File: src/hw/rtl/dqu_pkg.sv
// ----------------------------------------------------------------------------
// Double-ended queue shared definitions
// Request and response types, request and status codes, and cell controls.
// ----------------------------------------------------------------------------
package dqu_pkg;

	localparam int unsigned DEPTH  = 16;
	localparam int unsigned DATA_W = 32;
	localparam int unsigned CNT_W  = $clog2(DEPTH + 1);

	typedef logic [2:0] req_code_t;
	typedef logic [1:0] status_t;
	typedef logic [1:0] cell_op_t;

	localparam req_code_t REQ_PUSH_FRONT = 3'd0;
	localparam req_code_t REQ_PUSH_BACK  = 3'd1;
	localparam req_code_t REQ_POP_FRONT  = 3'd2;
	localparam req_code_t REQ_POP_BACK   = 3'd3;
	localparam req_code_t REQ_PEEK       = 3'd4;

	localparam status_t ST_OK    = 2'd0;
	localparam status_t ST_EMPTY = 2'd1;
	localparam status_t ST_FULL  = 2'd2;

	localparam cell_op_t OP_HOLD   = 2'd0;
	localparam cell_op_t OP_INSERT = 2'd1;
	localparam cell_op_t OP_REMOVE = 2'd2;
	localparam cell_op_t OP_APPEND = 2'd3;

	typedef struct packed {
		req_code_t         req_type;
		logic [DATA_W-1:0] push_data;
	} req_t;

	typedef struct packed {
		status_t           status;
		logic [DATA_W-1:0] front_data;
		logic [DATA_W-1:0] back_data;
		logic [CNT_W-1:0]  item_count;
		logic              is_empty;
	} rsp_t;

	typedef struct packed {
		cell_op_t          op;
		logic [DATA_W-1:0] wdata;
		logic [CNT_W-1:0]  cnt;
	} chain_ctrl_t;

endpackage

File: src/hw/rtl/dqu_cell.sv
// ----------------------------------------------------------------------------
// Double-ended queue storage cell
// One word of a chain; shifts in from either neighbor or loads the push word.
// ----------------------------------------------------------------------------
module dqu_cell #(
	parameter int unsigned IDX = 0
) (
	input  logic                       clk,
	input  dqu_pkg::chain_ctrl_t       ctrl,
	input  logic [dqu_pkg::DATA_W-1:0] left_data,
	input  logic [dqu_pkg::DATA_W-1:0] right_data,
	output logic [dqu_pkg::DATA_W-1:0] data
);

	localparam logic [dqu_pkg::CNT_W-1:0] POS = IDX[dqu_pkg::CNT_W-1:0];

	logic [dqu_pkg::DATA_W-1:0] data_q;

	always_ff @(posedge clk) begin
		case (ctrl.op)
			dqu_pkg::OP_INSERT: data_q <= left_data;
			dqu_pkg::OP_REMOVE: data_q <= right_data;
			dqu_pkg::OP_APPEND: begin
				if (ctrl.cnt == POS) begin
					data_q <= ctrl.wdata;
				end
			end
			default: data_q <= data_q;
		endcase
	end

	assign data = data_q;

endmodule

File: src/hw/rtl/dqu_chain.sv
// ----------------------------------------------------------------------------
// Double-ended queue cell chain
// A row of cells with its head word at cell zero.
// ----------------------------------------------------------------------------
module dqu_chain (
	input  logic                       clk,
	input  dqu_pkg::chain_ctrl_t       ctrl,
	output logic [dqu_pkg::DATA_W-1:0] head
);

	logic [dqu_pkg::DATA_W-1:0] cell_data [dqu_pkg::DEPTH];

	for (genvar i = 0; i < dqu_pkg::DEPTH; i++) begin : g_cell
		logic [dqu_pkg::DATA_W-1:0] left_w;
		logic [dqu_pkg::DATA_W-1:0] right_w;

		if (i == 0) begin : g_first
			assign left_w = ctrl.wdata;
		end else begin : g_mid_l
			assign left_w = cell_data[i-1];
		end

		if (i == dqu_pkg::DEPTH - 1) begin : g_last
			assign right_w = cell_data[i];
		end else begin : g_mid_r
			assign right_w = cell_data[i+1];
		end

		dqu_cell #(
			.IDX(i)
		) u_cell (
			.clk        (clk),
			.ctrl       (ctrl),
			.left_data  (left_w),
			.right_data (right_w),
			.data       (cell_data[i])
		);
	end

	assign head = cell_data[0];

endmodule

File: src/hw/rtl/double_ended_queue_unit.sv
// ----------------------------------------------------------------------------
// Double-ended queue unit
// Bounded deque of words with push and pop at both ends.
// ----------------------------------------------------------------------------
// A request transfer takes place at a clock edge with start high and busy low.
// busy stays low, so a request may be given in every cycle.
// Each request gives one response, shown on rsp for exactly one cycle with
// done high, in the cycle after the request transfer. The response carries
// the status, the front and back words, the count and an empty flag as they
// stand after that request. The receiver cannot stall; a response is taken
// in the cycle it is shown.
// Throughput is one request per cycle, and the cell chains form a single
// register stage. The words are held in two chains of cells, one in
// front-to-back order and one in back-to-front order, so both end words
// always sit in a fixed cell.
// Reset clears the count and the response strobe; the queue starts empty and
// stored words are not cleared.
// ----------------------------------------------------------------------------
module double_ended_queue_unit (
	input  logic          clk,
	input  logic          arst_n,
	input  logic          start,
	output logic          busy,
	input  dqu_pkg::req_t req,
	output logic          done,
	output dqu_pkg::rsp_t rsp
);

	localparam logic [dqu_pkg::CNT_W-1:0] FULL_CNT = dqu_pkg::CNT_W'(dqu_pkg::DEPTH);

	logic                       accept;
	logic [dqu_pkg::CNT_W-1:0]  count_q;
	logic [dqu_pkg::CNT_W-1:0]  count_d;
	dqu_pkg::status_t           status_q;
	dqu_pkg::status_t           status_d;
	logic                       done_q;
	dqu_pkg::cell_op_t          f_op;
	dqu_pkg::cell_op_t          b_op;
	dqu_pkg::chain_ctrl_t       f_ctrl;
	dqu_pkg::chain_ctrl_t       b_ctrl;
	logic [dqu_pkg::DATA_W-1:0] f_head;
	logic [dqu_pkg::DATA_W-1:0] b_head;
	logic                       q_full;
	logic                       q_empty;

	assign busy    = 1'b0;
	assign accept  = start & ~busy;
	assign q_full  = (count_q == FULL_CNT);
	assign q_empty = (count_q == '0);

	always_comb begin
		f_op     = dqu_pkg::OP_HOLD;
		b_op     = dqu_pkg::OP_HOLD;
		status_d = dqu_pkg::ST_OK;
		count_d  = count_q;
		if (accept) begin
			case (req.req_type)
				dqu_pkg::REQ_PUSH_FRONT: begin
					if (q_full) begin
						status_d = dqu_pkg::ST_FULL;
					end else begin
						f_op    = dqu_pkg::OP_INSERT;
						b_op    = dqu_pkg::OP_APPEND;
						count_d = count_q + 1'b1;
					end
				end
				dqu_pkg::REQ_PUSH_BACK: begin
					if (q_full) begin
						status_d = dqu_pkg::ST_FULL;
					end else begin
						f_op    = dqu_pkg::OP_APPEND;
						b_op    = dqu_pkg::OP_INSERT;
						count_d = count_q + 1'b1;
					end
				end
				dqu_pkg::REQ_POP_FRONT: begin
					if (q_empty) begin
						status_d = dqu_pkg::ST_EMPTY;
					end else begin
						f_op    = dqu_pkg::OP_REMOVE;
						count_d = count_q - 1'b1;
					end
				end
				dqu_pkg::REQ_POP_BACK: begin
					if (q_empty) begin
						status_d = dqu_pkg::ST_EMPTY;
					end else begin
						b_op    = dqu_pkg::OP_REMOVE;
						count_d = count_q - 1'b1;
					end
				end
				default: status_d = dqu_pkg::ST_OK;
			endcase
		end
	end

	assign f_ctrl = '{op: f_op, wdata: req.push_data, cnt: count_q};
	assign b_ctrl = '{op: b_op, wdata: req.push_data, cnt: count_q};

	dqu_chain u_front_chain (
		.clk  (clk),
		.ctrl (f_ctrl),
		.head (f_head)
	);

	dqu_chain u_back_chain (
		.clk  (clk),
		.ctrl (b_ctrl),
		.head (b_head)
	);

	always_ff @(posedge clk or negedge arst_n) begin
		if (!arst_n) begin
			count_q <= '0;
			done_q  <= 1'b0;
		end else begin
			count_q <= count_d;
			done_q  <= accept;
		end
	end

	always_ff @(posedge clk) begin
		if (accept) begin
			status_q <= status_d;
		end
	end

	assign done           = done_q;
	assign rsp.status     = status_q;
	assign rsp.front_data = q_empty ? '0 : f_head;
	assign rsp.back_data  = q_empty ? '0 : b_head;
	assign rsp.item_count = count_q;
	assign rsp.is_empty   = q_empty;

endmodule

File: config.mk
export PLATFORM = sky130hd
export DESIGN_NAME = double_ended_queue_unit
export DESIGN_NICKNAME = d
export VERILOG_FILES = /design/src/hw/rtl/dqu_pkg.sv /design/src/hw/rtl/dqu_cell.sv /design/src/hw/rtl/dqu_chain.sv /design/src/hw/rtl/double_ended_queue_unit.sv
export SDC_FILE = /design/constraint.sdc
export NUM_CORES = 1
export LEC_CHECK = 0
export BUFFER_PORTS_ARGS = -buffer_cell sky130_fd_sc_hd__buf_2
export CORE_AREA = 2 2 287 289
export DETAILED_ROUTE_END_ITERATION = 10
export DIE_AREA = 0 0 289 291
export PLACE_DENSITY = 0.71
export RECOVER_POWER = 50
export SLEW_MARGIN = 20
export SYNTH_ARGS = -nofsm -noshare
export SYNTH_HDL_FRONTEND = slang
export SYNTH_SLANG_ARGS = --single-unit
File: constraint.sdc
create_clock -name clk -period 5.67 [get_ports clk]
set_input_delay 1.134 -clock clk [delete_from_list [all_inputs] [get_ports clk]]
set_output_delay 1.134 -clock clk [all_outputs]
set_load 0.02 [all_outputs]
; ---- Word-level counts from Yosys, hierarchy flattened
; Cells that the tools add are included.
[totals]
ram_bits = 0
output_inout_bits = 74
latch_bits = 0
mem_count = 0
mem_bits_ro = 0
reg_bits = 1032
inputBits = 38
word_cells = 201
[classes]
multipliers = 0
shifts = 0
n_addsub = 2
order_cmp = 0
n_bitwise = 0
n_eq_ne = 59
reduce_logical = 42
n_mux = 63
div_mod_pow = 0
[ops]
columns = op, count
row1 = one-hot mux 32 bit (3 select lines), 30
row2 = 2-to-1 mux 32 bit, 18
row3 = one-hot mux 32 bit (2 select lines), 2
row4 = AND reduction 2 bit, 32
row5 = "== test 5 x 4 -> 1 bit, second input constant", 8
row6 = "inequality test 2 bit, second input constant", 19
row7 = "inequality test 2 x 1 -> 1 bit, second input constant", 15
row8 = "== test 5 x 3 -> 1 bit, second input constant", 4
row9 = one-hot mux 2 bit (3 select lines), 2
row10 = "== test 5 x 2 -> 1 bit, second input constant", 2
row11 = 2-to-1 mux 2 bit, 5
row12 = 2-to-1 mux 5 bit, 2
row13 = one-hot mux 5 bit (2 select lines), 1
row14 = "== test 2 bit, second input constant", 4
row15 = "== test 3 x 2 -> 1 bit, second input constant", 2
row16 = nonzero test 2 bit, 3
row17 = nonzero test 3 bit, 2
row18 = "adder 5 x 1 -> 5 bit, second input constant", 1
row19 = "== test 5 x 1 -> 1 bit, second input constant", 1
row20 = "== test 5 bit, second input constant", 1
row21 = logical NOT 5 bit, 1
row22 = "subtractor 5 x 1 -> 5 bit, second input constant", 1
row23 = "== test 2 x 1 -> 1 bit, second input constant", 2
row24 = one-hot mux 2 bit (2 select lines), 1
row25 = 5 further kinds, 7

; ---- Logic depth before layout (Yosys ltp)
[logic_depth]
word_depth = 7
mapped_depth = 12

; ---- Cells and area by module
; Synthesis repeated with hierarchy kept, for this count alone.
[unflattened]
cells_unflattened = 3881
area_unflattened_um2 = 54627.4
[by_module_without_submodules]
columns = mod, n_inst, seq_area_each_um2, cells_each, area_each_um2
row1 = dqu_cell at u_back_chain.g_cell[5].u_cell ..., 8, 960.9, 114, 1659.1
row2 = dqu_cell at u_back_chain.g_cell[7].u_cell ..., 5, 960.9, 114, 1657.8
row3 = dqu_cell at u_back_chain.g_cell[0].u_cell ..., 5, 960.9, 114, 1652.8
row4 = dqu_cell at u_back_chain.g_cell[4].u_cell ..., 4, 960.9, 114, 1656.6
row5 = dqu_cell at u_front_chain.g_cell[15].u_cell ..., 3, 960.9, 114, 1655.3
row6 = dqu_cell at u_back_chain.g_cell[11].u_cell ..., 3, 960.9, 114, 1654.1
row7 = dqu_cell at u_back_chain.g_cell[10].u_cell ..., 2, 960.9, 114, 1662.8
row8 = dqu_cell at u_front_chain.g_cell[0].u_cell, 1, 960.9, 220, 2243.4
row9 = dqu_cell at u_back_chain.g_cell[15].u_cell, 1, 960.9, 114, 1651.6
row10 = double_ended_queue_unit, 1, 210.2, 127, 1026.0

; ---- Worst setup path after synthesis
; OpenSTA, ideal clock, no wires.
[synth_path]
kind = input port to flip-flop
startpoint = input port start
endpoint = register u_front_chain.g_cell[14].u_cell.data_q (netlist bit u_front_chain.g_cell[14].u_cell.data[0]), enable pin
t_arrival_ps = 4855
setup_ps = 466
stages = 9
slack_ps = 349
cell_sequence = nor2b_1 > nand2_1 > inv_1 > ha_1 > buf_2 > buf_2 > buf_2 > nand2_1 > o21ai_0
[synth_between]
elab_chain_len = 4
word_cells_on_any_way = 7
[synth_rtl]
columns = element, line_no
row1 = "start, declared", double_ended_queue_unit.sv:22  ; input logic start,
row2 = 2-to-1 mux 2 bit *, double_ended_queue_unit.sv:56  ; if (accept) begin
row3 = == test 2 bit / == test 2 x 1 -> 1 bit (equally long branches), dqu_cell.sv:20  ; case (ctrl.op)
row4 = inequality test 2 x 1 -> 1 bit (no line) / nonzero test 3 bit (equally long branches), n/a
row5 = AND reduction 2 bit (no line) *, n/a
row6 = "end signal, assigned", dqu_cell.sv:21  ; dqu_pkg::OP_INSERT: data_q <= left_data;
row7 = "end signal, assigned", dqu_cell.sv:22  ; dqu_pkg::OP_REMOVE: data_q <= right_data;
row8 = "end signal, assigned", dqu_cell.sv:25  ; data_q <= ctrl.wdata;
row9 = "end, declared", dqu_cell.sv:17  ; logic [dqu_pkg::DATA_W-1:0] data_q;
; Mark *: on every way between the ends. The rest lies on a longest branch, timed or not.
; A chain may end at the register's enable or synchronous reset.

; ---- Worst setup path after layout
[layout_path]
startpoint = register count_q[2] in the netlist's numbering
endpoint = register u_back_chain.g_cell[13].u_cell.data_q (netlist bit u_back_chain.g_cell[13].u_cell.data[11]), enable pin
[layout_between]
elab_chain_len = 7
word_cells_on_any_way = 14
[layout_rtl]
columns = element, line_no
row1 = "start, declared", double_ended_queue_unit.sv:32  ; logic [dqu_pkg::CNT_W-1:0] count_q;
row2 = "start signal, assigned", double_ended_queue_unit.sv:117  ; count_q <= count_d;
row3 = == test 5 bit / logical NOT 5 bit (equally long branches), "double_ended_queue_unit.sv:48, double_ended_queue_unit.sv:49"
row4 = 2-to-1 mux 1 bit (tied with other cells), double_ended_queue_unit.sv:68  ; if (q_full) begin
row5 = one-hot mux 2 bit (3 select lines), double_ended_queue_unit.sv:57  ; case (req.req_type)
row6 = 2-to-1 mux 2 bit, double_ended_queue_unit.sv:56
row7 = == test 2 bit / == test 2 x 1 -> 1 bit (equally long branches), dqu_cell.sv:20
row8 = inequality test 2 bit (no line) / nonzero test 3 bit (equally long branches), n/a
row9 = AND reduction 2 bit (no line) *, n/a
row10 = "end signal, assigned", dqu_cell.sv:21
row11 = "end signal, assigned", dqu_cell.sv:22
row12 = "end signal, assigned", dqu_cell.sv:25
row13 = "end, declared", dqu_cell.sv:17
; Marks and branches as above.

==> impl_metrics.csv <==
group,metric,value,unit
outcome,status,"finished, violations left",
outcome,violations,"max-capacitance violations, max-slew violations",
yosys,netlist_area,0.0443,sq mm
cells_and_area,diodes,0,
clock_network,h-tree-depth,3,
yosys,synth_edf_count,1026,
clock_network,cts_tree,"yes",
pwr,power_density,394,mW/mm^2
worst_setup_path,worst-path-stages,8,
worst_setup_path,required,6.00,ns
clock_network,cts-root-buf,"clkbuf_16",
route,wl_met1,44600,um
route,viasPerCell,7.37,
yosys,syn_inst,2597,
flow_run,drv_cap,7,
worst_setup_path,critPathKind,"flip-flop to flip-flop",
worst_setup_path,cp_max_fo,26,
sta,min_period_over_period,83.3,%
worst_setup_path,cp-start-kind,"flip-flop",
pwr,vdd_ir_drop_max,265,uV
route,avgRoutedWirePerCell,28.5,um
sta,hold_violations,0,
sta,maxSlewViolCount,541,
die,die_height,291,um
die,core,0.0812,sq mm
clock_network,cts_resized,0,
clock_network,clkSinkCount,1032,
worst_setup_path,arrival,5.06,ns
placed_design,hpwl,57500,um
clock_network,postCtsHoldBufs,0,
yosys,yosysUniqueCellTypes,42,
grt,grt_pass1_wl,162000,um
sta,fin_tns_setup,0,ns
worst_setup_path,critPathMaxStageDelay,1.26,ns
pwr,leakage,0.0161,uW
clock_network,cts_buffers,104,
hold_path,hold_class,"input port to async pin",
grt,grt_overflow,0,
sta,max_slew_margin,-59.7,%
sta,worst_pin_slew,2.40,ns
yosys,synth_nets,2647,
cells_and_area,final_area,0.0488,sq mm
worst_setup_path,path_buf_inv,1,
placed_design,dpl_cell_area,0.0458,sq mm
cells_and_area,drive_gt1_share,17.0,%
yosys,ys.flop_type,"edfxtp_1",
yosys,avgSynthCellArea,17.1,sq um
route,post-route-drc-count,0,
cells_and_area,final_nets,2619,
route,wl,106000,um
grt,antenna_found_initial,10,
route,ant_nets,0,
die,rows,105,
route,dr.pass1.iters,6,
route,drt_iter0_markers,3557,
grt,grt_util_all_layers,24.7,%
sta,period_minus_slack,4.72,ns
worst_setup_path,cpMaxStageDelayCell,"o21ai_0",
die,die_area,0.0841,sq mm
route,dr_wl_met3,9610,um
placed_design,place_congestion,0.791,
worst_setup_path,cp-end-kind,"flip-flop",
clock_network,clkLatencyLatePin,0.66,ns
worst_setup_path,path_cells,"nor2_1 > a31oi_1 > mux2_2 > and2_0 > ha_1 > nand3_1 > o21ai_0 > buf_12",
clock_network,postCtsSetupBuffers,0,
yosys,ys_ff_latch,1032,
die,start_util,54.6,%
clock_network,cts_max_path_buffers,3,
sta,setup_viol,0,
yosys,ys_seq_area_share,69.9,%
sta,skew,0.0250,ns
worst_setup_path,path_delay_family,"compound AO/OA/AOI/OAI gates",
route,dr.max_layer_used,"met4",
sta,fmax,0.212,GHz
yosys,yosys_warnings,0,
worst_setup_path,ff2ff_path_depth,8,
cells_and_area,area_delta_synth_final,10.2,%
grt,grt_max_degree,281,
grt,grt_pass1_vias,26200,
placed_design,numPortBuffers,110,
clock_network,clkSlewWorstSetupHoldPaths,0.06,ns
sta,rsz0062_at_grt,"no",
yosys,synth-async-reset-ratio,0.581,%
route,wl_met2,49800,um
die,die_w,289,um
route,vias,27500,
die,num_io_pins,112,
==> metal layers <==
metal	track usage, %	vias up
li1	-	11500
met1	36.8	14200
met2	37.7	1610
met3	4.40	161
met4	6.25	0
met5	0	-
==> sequential cells by signal (all words and copies together) (netlist names) <==
signal and count:
u_front_chain.g_cell.u_cell.data 512, u_back_chain.g_cell.u_cell.data 512, done 1, count_q 5
status_q 2
==> cell usage after synthesis (6+ instances only) <==
| cell | n | area share (%) |
|---|---|---|
| ha_1 | 12 | 0.34 |
| mux2_2 | 132 | 3.4 |
| nand2_1 | 20 | 0.17 |
| o21ai_0 | 29 | 0.33 |
| a221o_1 | 896 | 20 |
| clkbuf_1 | 113 | 0.96 |
| and2_0 | 64 | 0.90 |
| buf_1 | 9 | 0.076 |
| edfxtp_1 | 1026 | 70 |
| buf_2 | 172 | 1.9 |
| dfrtp_1 | 6 | 0.34 |
| nor2b_1 | 68 | 0.96 |
==> per-stage QoR <==
step / power, uW / setup WS, ns / util, % / instances / hold slack, ns
after CTS: 19400 / 1.34 / 60.5 / 3727 / 0.272
final: 19300 / 0.946 / 60.1 / 3728 / 0.350
after detailed placement: 12600 / 1.23 / 56.4 / 3532 / 0.535
after floorplan: 11700 / 0.349 / - / 2597 / 0.525
after global placement: 12500 / 1.37 / 56.4 / 3532 / 0.529
after global routing: 19900 / 0.601 / 60.1 / 3728 / 0.366
==> worst paths after layout <==
kind | endpoint | startpoint | slack, ns
min in group clk | u_front_chain.g_cell[14].u_cell.data[19] | u_front_chain.g_cell[15].u_cell.data[19] | 0.54
worst max register to register | u_back_chain.g_cell[13].u_cell.data[11] | count_q[2] | 0.95
worst max-delay path | u_back_chain.g_cell[13].u_cell.data[11] | count_q[2] | 0.95
worst min-delay path | count_q[1] | arst_n | 0.35
worst min register to register | u_front_chain.g_cell[14].u_cell.data[19] | u_front_chain.g_cell[15].u_cell.data[19] | 0.54
max in group asynchronous | count_q[4] | arst_n | 5.08
==> cell type report <==
type	instances	area, sq um
sequential	1032	31000
clock buffer	121	2710
tap	1070	1340
clock inverter	74	663
inverter	5	18.8
multi-input combinational	1260	12100
timing repair buffer	166	1050
fill	5915	32400
==> logic make-up (layout without fill, tap and decap cells) <==
logic type / Yosys count / count (layout) / synth area share, %
XOR/XNOR: 5 / 5 / 0.0989
adder cells (fa/ha/maj): 12 / 12 / 0.339
multiplexers: 133 / 133 / 3.38
buffers and inverters: 305 / 366 / 3.16
other: 1 / 1 / 0.00847
flip-flops: 1032 / 1032 / 69.9
AND/OR/NAND/NOR: 177 / 177 / 2.42
AO/OA/AOI/OAI: 932 / 932 / 20.7
==> power breakdown <==
part / internal [uW] / switching (uW)
registers: 9540 / 485
logic: 980 / 1420
clock network: 3890 / 2940
==> layout by cell type, fill, tap and decap left out, drive strengths merged, types with 2 or more instances in the layout <==
cell / count
mux2: 132
nor2: 5
nor2b: 69
and2: 66
nand2: 20
nand2b: 3
xor2: 2
bufinv: 10
dfrtp: 6
a21oi: 3
nand3: 3
buf: 134
xnor2: 3
clkinv: 57
ha: 12
edfxtp: 1026
clkinvlp: 4
inv: 8
or2: 3
clkbuf: 153
o21ai: 30
a221o: 896
No activity file was read; power rests on OpenSTA's default activity.
